**config.mk**
```make
export PLATFORM = sky130hd
export DESIGN_NAME = bsc_queue
export DESIGN_NICKNAME = d
export VERILOG_FILES = /design/src/hw/rtl/bsc_pkg.sv /design/src/hw/rtl/bsc_queue.sv
export SDC_FILE = /design/constraint.sdc
export NUM_CORES = 1
export LEC_CHECK = 0
export BUFFER_PORTS_ARGS = -buffer_cell sky130_fd_sc_hd__buf_4
export CAP_MARGIN = 20
export CORE_ASPECT_RATIO = 1.1
export CORE_UTILIZATION = 53
export CTS_BUF_LIST = sky130_fd_sc_hd__clkbuf_4 sky130_fd_sc_hd__clkbuf_8
export CTS_CLUSTER_DIAMETER = 120
export DETAILED_ROUTE_END_ITERATION = 7
export MAX_ROUTING_LAYER = met4
export PLACE_DENSITY = 0.88
export REMOVE_ABC_BUFFERS = 1
export SLEW_MARGIN = 5
export SYNTH_ARGS = -nofsm -noshare
export SYNTH_HDL_FRONTEND = slang
export SYNTH_SLANG_ARGS = --single-unit
```
**constraint.sdc**
```tcl
create_clock -name clk -period 2.6 [get_ports clk]
set_input_delay 0.13 -clock clk [delete_from_list [all_inputs] [get_ports clk]]
set_output_delay 0.13 -clock clk [all_outputs]
set_load 0.1 [all_outputs]
```
**src/hw/rtl/bsc_pkg.sv**
```systemverilog
// Shared types, constants and calibration unpacking for the barometer
// sample compensation block. No dependencies.
package bsc_pkg;

	localparam int RAW_W = 24;
	localparam int PRES_W = 26;
	localparam int TEMP_W = 16;
	localparam int CAL_W = 48;
	localparam int OSR_W = 3;
	localparam int CFG_IDX_W = 3;
	localparam int OUT_FRAC_DEF = 8;

	localparam int DEN_W = 8;
	localparam int DIV_W = 36;
	localparam int DIV_BPS = 4;
	localparam int DIV_STAGES = DIV_W / DIV_BPS;
	localparam int SHIFT_SMALL = 5;
	localparam int SHIFT_BIG = 11;
	localparam int SC_W = 31;

	localparam int Q_DEPTH = 4;
	localparam int Q_AW = $clog2(Q_DEPTH);

	localparam logic [DEN_W-1:0] SCALE_DEN [8] = '{
		8'd1, 8'd3, 8'd7, 8'd15, 8'd31, 8'd63, 8'd127, 8'd255
	};

	typedef enum logic [CFG_IDX_W-1:0] {
		CFG_CAL_LOW,
		CFG_CAL_MID,
		CFG_CAL_HIGH,
		CFG_P_OSR,
		CFG_T_OSR
	} cfg_idx_t;

	typedef struct packed {
		logic signed [11:0] c0;
		logic signed [11:0] c1;
		logic signed [19:0] c00;
		logic signed [19:0] c10;
		logic signed [15:0] c01;
		logic signed [15:0] c11;
		logic signed [15:0] c20;
		logic signed [15:0] c21;
		logic signed [15:0] c30;
	} coef_t;

	typedef struct packed {
		logic signed [SC_W-1:0] psc;
		logic signed [SC_W-1:0] tsc;
	} scaled_t;

	typedef struct packed {
		logic full;
		logic empty;
	} q_stat_t;

	function automatic coef_t unpack_calib(input logic [CAL_W-1:0] lo,
		input logic [CAL_W-1:0] mid, input logic [CAL_W-1:0] hi);
		logic [3*CAL_W-1:0] b;
		coef_t c;
		b = {lo, mid, hi};
		c.c0 = b[143:132];
		c.c1 = b[131:120];
		c.c00 = b[119:100];
		c.c10 = b[99:80];
		c.c01 = b[79:64];
		c.c11 = b[63:48];
		c.c20 = b[47:32];
		c.c21 = b[31:16];
		c.c30 = b[15:0];
		return c;
	endfunction

endpackage

```
**src/hw/rtl/bsc_queue.sv**
```systemverilog
// Short queue of scaled sample pairs between the front and back ends.
// Depends on bsc_pkg.
module bsc_queue import bsc_pkg::*; (
	input  logic    clk,
	input  logic    arst_n,
	input  logic    push,
	input  scaled_t wdata,
	input  logic    pop,
	output scaled_t rdata,
	output q_stat_t stat
);

	scaled_t         ent_q [Q_DEPTH];
	logic [Q_AW-1:0] wr_q;
	logic [Q_AW-1:0] rd_q;
	logic [Q_AW:0]   cnt_q;
	logic            do_push;
	logic            do_pop;

	assign stat.full = (cnt_q == (Q_AW+1)'(Q_DEPTH));
	assign stat.empty = (cnt_q == '0);
	assign do_pop = pop && !stat.empty;
	assign do_push = push && (!stat.full || do_pop);
	assign rdata = ent_q[rd_q];

	always_ff @(posedge clk) begin
		if (do_push) begin
			ent_q[wr_q] <= wdata;
		end
	end

	always_ff @(posedge clk or negedge arst_n) begin
		if (!arst_n) begin
			wr_q <= '0;
			rd_q <= '0;
			cnt_q <= '0;
		end else begin
			if (do_push) wr_q <= wr_q + 1'b1;
			if (do_pop) rd_q <= rd_q + 1'b1;
			cnt_q <= cnt_q + (Q_AW+1)'(do_push) - (Q_AW+1)'(do_pop);
		end
	end

endmodule

```
==> summary.txt <==
Timing
  • Max-slew violations: 0
  • Max Clk Rate: 425 MHz
  • Min Clock Period, post-route: around 2.4 ns
  • Crit share post-route: 0.906
  • Final Setup Violations: 0
  • Worst-Margin Slew: between 0.5 and 0.6 ns
  • Rel. slew slack: 0.639
  • Hold Fails Final Rpt: 0
  • RSZ-0062 raised after global routing: no
  • Clk_skew: roughly 0.019 ns

Global route
  • Initial antenna violation count: 0
  • GRT Resource Usage Total: 0.222
  • Global-route wire length before repair: 28500 um
  • GR Overflow Total: 0
  • Vias in the first global route: 5206
  • Largest net degree at the start of global routing: 38

Layout
  • Most frequent cells in the layout: edfxtp_1, buf_4, dlygate4sd3_1
  • Most common cell after layout, fill and taps aside: edfxtp_1
  • Final #Nets: about 670
  • Fin area: 0.0122 mm^2
  • Share of layout cells above drive strength 1: 0.452
  • Antenna diode instance count: 0
  • P&R area growth vs syn: 29.2%
  • # fillers: 985

Floorplanning
  • Full die area: 0.0183 mm^2
  • Die W: 129 um
  • Core area: 0.0172 mm^2
  • I/O pin cnt: 130
  • # rows: 50
  • Die height: 142 um
  • Starting Density: 0.549

Detailed routing
  • 1st-iter DRT viols: about 270
  • DR WL/cell: 21.8 um
  • Vias per cell: 5.40
  • Via count: 4616
  • Post-Route WL: 18600 um
  • Post-route DRC violation count: 0
  • Initial DRT Pass Iterations: 4
  • Post-route ant nets: 0

Yosys
  • Yosys reg bits: 255
  • Synth warn: 0
  • Mean Syn Cell Area: 26.3 um^2
  • Post-Synthesis Cells: 359
  • Post-synth cell types: 21
  • Synth Flop Type: edfxtp_1
  • Seq/Total Area, Yosys: 0.808
  • Synth async-reset ratio: 0.0275
  • Number of synthesized flops with an enable pin: 248
  • Mapped Area: 0.00944 mm^2

Place
  • Port Buffers: 129
  • Placed inst area: 0.0107 mm^2
  • GPL Wtd Cong: 0.797
  • Final HPWL DP: between 10000 and 15000 um

Worst setup path
  • Worst R2R Start: cnt_q[1]
  • Crit path capture type: primary output
  • Worst Path Arrival: 2.22 ns
  • Critical path origin: rd_q[0]
  • Crit Path Category: register to primary output
  • Reg2reg end: cnt_q[2]
  • Critical Path RT: between 2 and 2.5 ns
  • Reg2reg setup slack: 0.30 ns
  • Reg2Reg Depth: 7
  • Startpoint Class: register
  • CP Max Fanout: 26

CTS
  • Max Buffers Root-to-Sink: 3
  • PostCTS Resize Cnt: 0
  • CTS Root Cell: clkbuf_8
  • H-tree depth: 2
  • Clock-pin slew of the registers on the worst-case setup and hold paths: 0.06 ns
  • Clock sinks: 255
  • CTS Buf Count: 40
  • Clk Latency, worst-skew pair: 0.52 ns
  • CTS tree: yes

Hold path
  • Hold Crit Class: input pin to register
  • Hold Path Origin: push
  • Hold depth: 3
  • Hold EP: cnt_q[1]

Run status
  • Status: complete, no violations

Flow run
  • Max_cap viols: 0
## how the worst max path moves through the flow
stage | cells past startpoint | to
after CTS | 3 | rdata[5]
after global routing | 3 | rdata[53]
after detailed placement | 7 | cnt_q[2]
after floorplan | 1 | rdata[0]
after global placement | 7 | cnt_q[2]
final | 3 | rdata[28]
## layout make-up
type	instances	area, um^2	area share
flip-flops and latches	255	7630	0.625
repair buffers	209	1810	0.149
multi-input cells	85	1640	0.135
clock buffers	63	761	0.0624
well taps	234	293	0.0240
clock inverters	4	41.3	0.00339
inverters	5	18.8	0.00154
## through the flow
stage / setup TNS, ns / cells / setup slack (ns) / util / hold WS [ns]
after floorplan: -152.69 / 345 / -1.00 / - / -0.166
after global placement: 0 / 722 / 0.439 / 0.624 / -0.0533
after detailed placement: 0 / 722 / 0.366 / 0.624 / -0.0466
after CTS: 0 / 854 / 0.0101 / 0.708 / 0.0262
after global routing: 0 / 855 / 0.118 / 0.709 / 0.0441
final: 0 / 855 / 0.245 / 0.709 / 0.0591
## logic make-up after synthesis
group,synth area share
AO/OA/AOI/OAI,0.00358
XOR/XNOR,0.00464
adder cells (fa/ha/maj),0.00875
buffers and inverters,0.0196
flip-flops,0.808
multiplexers,0.150
AND/OR/NAND/NOR,0.00623
## state kept, by name (all words and copies together), names as in the netlist
| name | count |
|---|---|
| ent_q | 248 |
| cnt_q | 3 |
| rd_q | 2 |
| wr_q | 2 |
## cells in the mapped netlist (all sizes together) (4+ instances only)
cell type  instances  area, um^2
and2               4        25.0
buf               14         166
dfrtp              7         175
edfxtp           248        7450
ha                 5        62.6
inv                5        18.8
mux4              62        1400
xnor2              4        35.0
## layer usage
layer | GRT usage | vias up | wire length [um]
li1 | - | 2014 | -
met1 | 0.259 | 2390 | 7140
met2 | 0.379 | 177 | 9970
met3 | 0.0511 | 35 | 1080
met4 | 0.0786 | 0 | 444
met5 | - | - | 0
## worst max-delay path, cell delays in order, from the launching register on
cell and delay (ns):
dfrtp_4 0.60, buf_12 0.27, mux4_2 0.56, buf_4 0.25
## repair_timing
action	in CTS	in global routing
hold buffers	65	0
endpoints found under the setup margin	0	26
buffers inserted	0	1
endpoints found under the hold margin	256	0
Power is not shown: default switching activity piles up to over one toggle a cycle in this logic, so the estimate is an artifact.
