<file path="config.mk">
export PLATFORM = sky130hd
export DESIGN_NAME = bsc_front
export DESIGN_NICKNAME = d
export VERILOG_FILES = /design/src/hw/rtl/bsc_pkg.sv /design/src/hw/rtl/bsc_div.sv /design/src/hw/rtl/bsc_front.sv
export SDC_FILE = /design/constraint.sdc
export NUM_CORES = 2
export LEC_CHECK = 0
export ABC_AREA = 1
export BUFFER_PORTS_ARGS = -buffer_cell sky130_fd_sc_hd__buf_2
export CORE_MARGIN = 2
export CORE_UTILIZATION = 32
export CTS_CLUSTER_SIZE = 12
export DETAILED_ROUTE_END_ITERATION = 7
export SLEW_MARGIN = 30
export SYNTH_ARGS = -nofsm -noshare
export SYNTH_HDL_FRONTEND = slang
export SYNTH_SLANG_ARGS = --single-unit
</file>
<file path="constraint.sdc">
create_clock -name clk -period 11.5 [get_ports clk]
set_input_delay 1.15 -clock clk [delete_from_list [all_inputs] [get_ports clk]]
set_output_delay 1.15 -clock clk [all_outputs]
set_load 0.01 [all_outputs]
</file>
<file path="src/hw/rtl/bsc_pkg.sv">
// Shared types, constants and calibration unpacking for the barometer
// sample compensation block. No dependencies.
package bsc_pkg;

	localparam int RAW_W = 24;
	localparam int PRES_W = 26;
	localparam int TEMP_W = 16;
	localparam int CAL_W = 48;
	localparam int OSR_W = 3;
	localparam int CFG_IDX_W = 3;
	localparam int OUT_FRAC_DEF = 8;

	localparam int DEN_W = 8;
	localparam int DIV_W = 36;
	localparam int DIV_BPS = 4;
	localparam int DIV_STAGES = DIV_W / DIV_BPS;
	localparam int SHIFT_SMALL = 5;
	localparam int SHIFT_BIG = 11;
	localparam int SC_W = 31;

	localparam int Q_DEPTH = 4;
	localparam int Q_AW = $clog2(Q_DEPTH);

	localparam logic [DEN_W-1:0] SCALE_DEN [8] = '{
		8'd1, 8'd3, 8'd7, 8'd15, 8'd31, 8'd63, 8'd127, 8'd255
	};

	typedef enum logic [CFG_IDX_W-1:0] {
		CFG_CAL_LOW,
		CFG_CAL_MID,
		CFG_CAL_HIGH,
		CFG_P_OSR,
		CFG_T_OSR
	} cfg_idx_t;

	typedef struct packed {
		logic signed [11:0] c0;
		logic signed [11:0] c1;
		logic signed [19:0] c00;
		logic signed [19:0] c10;
		logic signed [15:0] c01;
		logic signed [15:0] c11;
		logic signed [15:0] c20;
		logic signed [15:0] c21;
		logic signed [15:0] c30;
	} coef_t;

	typedef struct packed {
		logic signed [SC_W-1:0] psc;
		logic signed [SC_W-1:0] tsc;
	} scaled_t;

	typedef struct packed {
		logic full;
		logic empty;
	} q_stat_t;

	function automatic coef_t unpack_calib(input logic [CAL_W-1:0] lo,
		input logic [CAL_W-1:0] mid, input logic [CAL_W-1:0] hi);
		logic [3*CAL_W-1:0] b;
		coef_t c;
		b = {lo, mid, hi};
		c.c0 = b[143:132];
		c.c1 = b[131:120];
		c.c00 = b[119:100];
		c.c10 = b[99:80];
		c.c01 = b[79:64];
		c.c11 = b[63:48];
		c.c20 = b[47:32];
		c.c21 = b[31:16];
		c.c30 = b[15:0];
		return c;
	endfunction

endpackage

</file>
<file path="src/hw/rtl/bsc_div.sv">
// Pipelined restoring divider by a small divisor, DIV_BPS quotient bits per stage.
// Depends on bsc_pkg.
module bsc_div import bsc_pkg::*; (
	input  logic             clk,
	input  logic [DIV_W-1:0] num,
	input  logic [DEN_W-1:0] den,
	input  logic             neg,
	output logic [DIV_W-1:0] quo,
	output logic             neg_out
);

	logic [DIV_W-1:0] nq_s [DIV_STAGES];
	logic [DEN_W-1:0] rem_s [DIV_STAGES];
	logic [DEN_W-1:0] den_s [DIV_STAGES];
	logic             neg_s [DIV_STAGES];

	for (genvar g = 0; g < DIV_STAGES; g++) begin : g_stg
		logic [DIV_W-1:0] nq_i;
		logic [DIV_W-1:0] nq_n;
		logic [DEN_W-1:0] rem_i;
		logic [DEN_W-1:0] rem_n;
		logic [DEN_W-1:0] den_i;
		logic             neg_i;
		logic [DEN_W:0]   tr;

		if (g == 0) begin : g_first
			assign nq_i = num;
			assign rem_i = '0;
			assign den_i = den;
			assign neg_i = neg;
		end else begin : g_next
			assign nq_i = nq_s[g-1];
			assign rem_i = rem_s[g-1];
			assign den_i = den_s[g-1];
			assign neg_i = neg_s[g-1];
		end

		always_comb begin
			nq_n = nq_i;
			rem_n = rem_i;
			tr = '0;
			for (int j = 0; j < DIV_BPS; j++) begin
				tr = {rem_n, nq_n[DIV_W-1]};
				nq_n = {nq_n[DIV_W-2:0], 1'b0};
				if (tr >= {1'b0, den_i}) begin
					tr = tr - {1'b0, den_i};
					nq_n[0] = 1'b1;
				end
				rem_n = tr[DEN_W-1:0];
			end
		end

		always_ff @(posedge clk) begin
			nq_s[g] <= nq_n;
			rem_s[g] <= rem_n;
			den_s[g] <= den_i;
			neg_s[g] <= neg_i;
		end
	end

	assign quo = nq_s[DIV_STAGES-1];
	assign neg_out = neg_s[DIV_STAGES-1];

endmodule

</file>
<file path="src/hw/rtl/bsc_front.sv">
// Front end: takes sample pairs, picks scale divisors and scales both samples to Q24.
// Depends on bsc_pkg and bsc_div.
module bsc_front import bsc_pkg::*; (
	input  logic                    clk,
	input  logic                    arst_n,
	input  logic                    accept,
	input  logic signed [RAW_W-1:0] raw_p,
	input  logic signed [RAW_W-1:0] raw_t,
	input  logic [OSR_W-1:0]        p_osr,
	input  logic [OSR_W-1:0]        t_osr,
	output logic                    push,
	output scaled_t                 item
);

	logic [RAW_W-1:0] mag_p;
	logic [RAW_W-1:0] mag_t;
	logic [DIV_W-1:0] num_p;
	logic [DIV_W-1:0] num_t;

	logic             v_s0;
	logic [DIV_W-1:0] num_p_s0;
	logic [DIV_W-1:0] num_t_s0;
	logic [DEN_W-1:0] den_p_s0;
	logic [DEN_W-1:0] den_t_s0;
	logic             neg_p_s0;
	logic             neg_t_s0;

	logic             vld_q [DIV_STAGES];
	logic [DIV_W-1:0] quo_p;
	logic [DIV_W-1:0] quo_t;
	logic             neg_p;
	logic             neg_t;
	logic             push_q;
	scaled_t          item_q;

	always_comb begin
		mag_p = raw_p[RAW_W-1] ? RAW_W'(-raw_p) : RAW_W'(raw_p);
		mag_t = raw_t[RAW_W-1] ? RAW_W'(-raw_t) : RAW_W'(raw_t);
		num_p = DIV_W'(mag_p) << (p_osr[OSR_W-1] ? SHIFT_BIG : SHIFT_SMALL);
		num_t = DIV_W'(mag_t) << (t_osr[OSR_W-1] ? SHIFT_BIG : SHIFT_SMALL);
	end

	always_ff @(posedge clk) begin
		if (accept) begin
			num_p_s0 <= num_p;
			num_t_s0 <= num_t;
			den_p_s0 <= SCALE_DEN[p_osr];
			den_t_s0 <= SCALE_DEN[t_osr];
			neg_p_s0 <= raw_p[RAW_W-1];
			neg_t_s0 <= raw_t[RAW_W-1];
		end
	end

	bsc_div u_div_p (
		.clk     (clk),
		.num     (num_p_s0),
		.den     (den_p_s0),
		.neg     (neg_p_s0),
		.quo     (quo_p),
		.neg_out (neg_p)
	);

	bsc_div u_div_t (
		.clk     (clk),
		.num     (num_t_s0),
		.den     (den_t_s0),
		.neg     (neg_t_s0),
		.quo     (quo_t),
		.neg_out (neg_t)
	);

	always_ff @(posedge clk or negedge arst_n) begin
		if (!arst_n) begin
			v_s0 <= 1'b0;
			for (int i = 0; i < DIV_STAGES; i++) vld_q[i] <= 1'b0;
			push_q <= 1'b0;
		end else begin
			v_s0 <= accept;
			vld_q[0] <= v_s0;
			for (int i = 1; i < DIV_STAGES; i++) vld_q[i] <= vld_q[i-1];
			push_q <= vld_q[DIV_STAGES-1];
		end
	end

	always_ff @(posedge clk) begin
		item_q.psc <= neg_p ? -$signed(quo_p[SC_W-1:0]) : $signed(quo_p[SC_W-1:0]);
		item_q.tsc <= neg_t ? -$signed(quo_t[SC_W-1:0]) : $signed(quo_t[SC_W-1:0]);
	end

	assign push = push_q;
	assign item = item_q;

endmodule

</file>
==> impl_results.md <==
- Clock H-tree levels: 3
- Worst Tran Pin Value: around 0.85 ns
- Final Setup Violations: 0
- Die X: approximately 410 µm
- CTS resizes: 0
- YS warnings: 0
- Drt first-iter violations: about 2.0k
- DR vias: approximately 40k
- Top post-synthesis cells by area: dfxtp_1 (33%), ha_1 (14%), nand2_1 (10%)
- Total gr overflow: 0
- Worst-path clk slew: about 0.060 ns
- Synth cell types: 70
- RR Startpoint: u_div_t.den_s[0][9]
- Max-cap violations: 0
- Clock root cell: clkbuf_16
- Post-route minimum period: ~8 ns
- Slowest-stage cell, CP: o311ai_0
- Drt pass-1 iters: 7
- Max Freq: approximately 120 MHz
- Seq/Total Area, Yosys: 0.388
- CTS Buffer Depth: 3
- Final HPWL DP: a little over 90 mm
- CTS Buf Count: roughly 110
- Crit path kind: register to register
- Worst path bufs/invs: 3
- CTS tree: built
- Layer with the highest usage: met2
- Syn-to-layout area delta: 12.8%
- Avg Vias per Cell: 4.56
- GR Layer Usage met1: 0.185
- First-pass GRT wire length: ~190 mm
- CP startpoint: u_div_t.den_s[0][9]
- Remaining DRCs: 0
- Total wire length: 115 mm
- Clock Skews: ~0.032 ns
- Routed WL per cell: approximately 13 µm
- Crit end category: register
- Layout Nets: around 7.2k
- Final Util: 0.364
- Cts hold-fix bufs: 0
- Period utilisation layout: 0.699
- Status: finished clean
- Largest area contributor in the netlist: dfxtp_1
- Die height: roughly 400 µm
- Num rows: between 100 and 150
- Worst EP required: ~12 ns
- Min-delay worst type: input port to async pin
- Skew-Pair Late Insertion Delay: between 0.7 and 0.8 ns
- Worst Path Arrival: 8.69 ns
- Total Routing Usage GR: 0.137
- Die ar.: 0.166 mm²
- CTS Sinks: around 960
- CP startpoint kind: register
- Largest net degree at the start of global routing: 50
- Critical-path maximum fanout: 14
- Core area: 0.161 mm²
- Pins Over Slew Limit: 0
- CP top delay family: simple AND/OR/NAND/NOR gates
- Antenna viol nets, final: 0
- Top-area cell type share of the netlist area: 0.333
- Mapped Avg Cell Area: 8.21 µm²
- Sum of negative setup slack: 0 ns
- Post-synth EDFFs: 86
- Gp weighted congestion: a little under 0.9
- Final Hold Vio Count: 0
- I/O Buffers: approximately 120
- Vias in the first global route: between 30k and 40k
- Unrepaired setup endpoints after global routing: false
- Synth Instances: ~6.3k
- Worst slew margin: 0.430
- Ratio of cells with drive above 1 in the final layout: 0.0741
- Initial Util: 0.323
- GR Util met2: 0.225
- Mapped cell area: 0.0520 mm²
- Most used DFF post-synth: dfxtp_1
- Global routing usage on met3: 0.0178
- Async S/R FF share, synth: 0.0114
- Number of synthesized register bits: roughly 960
- Most used cell, CP: nand2_1
- Num ports: 120
- Initial antenna violation count: 1
- Largest stage delay, worst path: around 0.45 ns
- Postcts setup bufs: 0
-- cell usage in the layout (no fill, tap or decap), types with 20 or more instances in the layout --
cell,count
o21ai_0,186
nor3_1,80
ha_1,562
nand3_2,23
o21ai_1,129
nand2_2,34
o21bai_1,23
nor2_1,443
xor2_1,365
xnor2_1,135
nor4_1,24
dfxtp_1,864
buf_2,118
nand4_1,66
or2_2,26
a21oi_1,398
inv_2,45
nor2_2,20
clkbuf_16,108
nand2_1,1401
inv_1,793
fa_1,68
clkbuf_1,29
nand3_1,285
o211ai_1,20
edfxtp_1,86
-- synthesized netlist by cell type, types with 23 or more instances --
cell type	number
a21oi_1	398
dfxtp_1	864
edfxtp_1	86
fa_1	68
ha_1	562
inv_1	793
inv_2	45
nand2_1	1401
nand2_2	34
nand3_1	285
nand3_2	23
nand4_1	66
nor2_1	443
nor3_1	80
nor4_1	24
o21ai_0	186
o21ai_1	129
o21bai_1	23
or2_2	26
xnor2_1	135
xor2_1	365
-- logic make-up after synthesis --
| logic type | after synthesis | synth area share |
|---|---|---|
| DFF | 961 | 0.388 |
| other | 1 | 0.0000721 |
| xor gates and xnor gates | 500 | 0.0842 |
| buffers and inverters | 899 | 0.0673 |
| adders and majority gates | 630 | 0.161 |
| and+or+nand+nor | 2460 | 0.204 |
| muxes | 2 | 0.000385 |
| AOI/OAI and AO/OA | 880 | 0.0952 |
-- cell type report --
type                            instances  area (µm²)
Antenna cell                            1        2.50
Clock buffer                          150        2990
Sequential cell                       961       20200
Timing Repair Buffer                  124         636
Fill cell                           16300      102000
Clock inverter                         38         607
Tap cell                             2160        2700
Inverter                              841        3160
Multi-Input combinational cell       4488       28400
-- sequential cells by signal, indices dropped and copies added, names as in the netlist, 7 cells and up --
name,cells
den_p_s0,7
den_t_s0,7
item,62
num_p_s0,35
num_t_s0,35
u_div_p.den_s,56
u_div_p.neg_s,9
u_div_p.nq_s,272
u_div_p.rem_s,64
u_div_t.den_s,56
u_div_t.neg_s,9
u_div_t.nq_s,272
u_div_t.rem_s,64
vld_q,9
-- routing by layer --
| metal | part of all wire | wire length [µm] |
|---|---|---|
| met4 | 0.024 | 2770 |
| met1 | 0.49 | 56100 |
| met2 | 0.45 | 51800 |
| met5 | 0 | 0 |
| met3 | 0.039 | 4490 |
-- path summary, 6_finish.rpt --
path | end | slack [ns] | depth (start not counted)
max | u_div_t.rem_s[0][22] | 3.46 | 40
min | push | 0.30 | 1
max reg2reg | u_div_t.rem_s[0][22] | 3.46 | 40
min reg2reg | u_div_t.nq_s[0][228] | 0.31 | 0
max in group asynchronous | vld_q[1] | 10.99 | 1
min in group clk | u_div_t.nq_s[0][228] | 0.31 | 0
-- metrics by stage --
step                      instances  cell area, µm²  hold slack (ns)  setup WS, ns
after detailed placement       8574           55100            0.312          3.54
after global placement         8574           55100            0.310          3.53
after global routing           8762           58700            0.275          2.55
final                          8763           58700            0.303          3.46
after CTS                      8762           58700            0.230          3.52
after floorplan                6348           52100            0.310          5.04
Power is not shown: default switching activity piles up to over one toggle a cycle in this logic, so the estimate is an artifact.
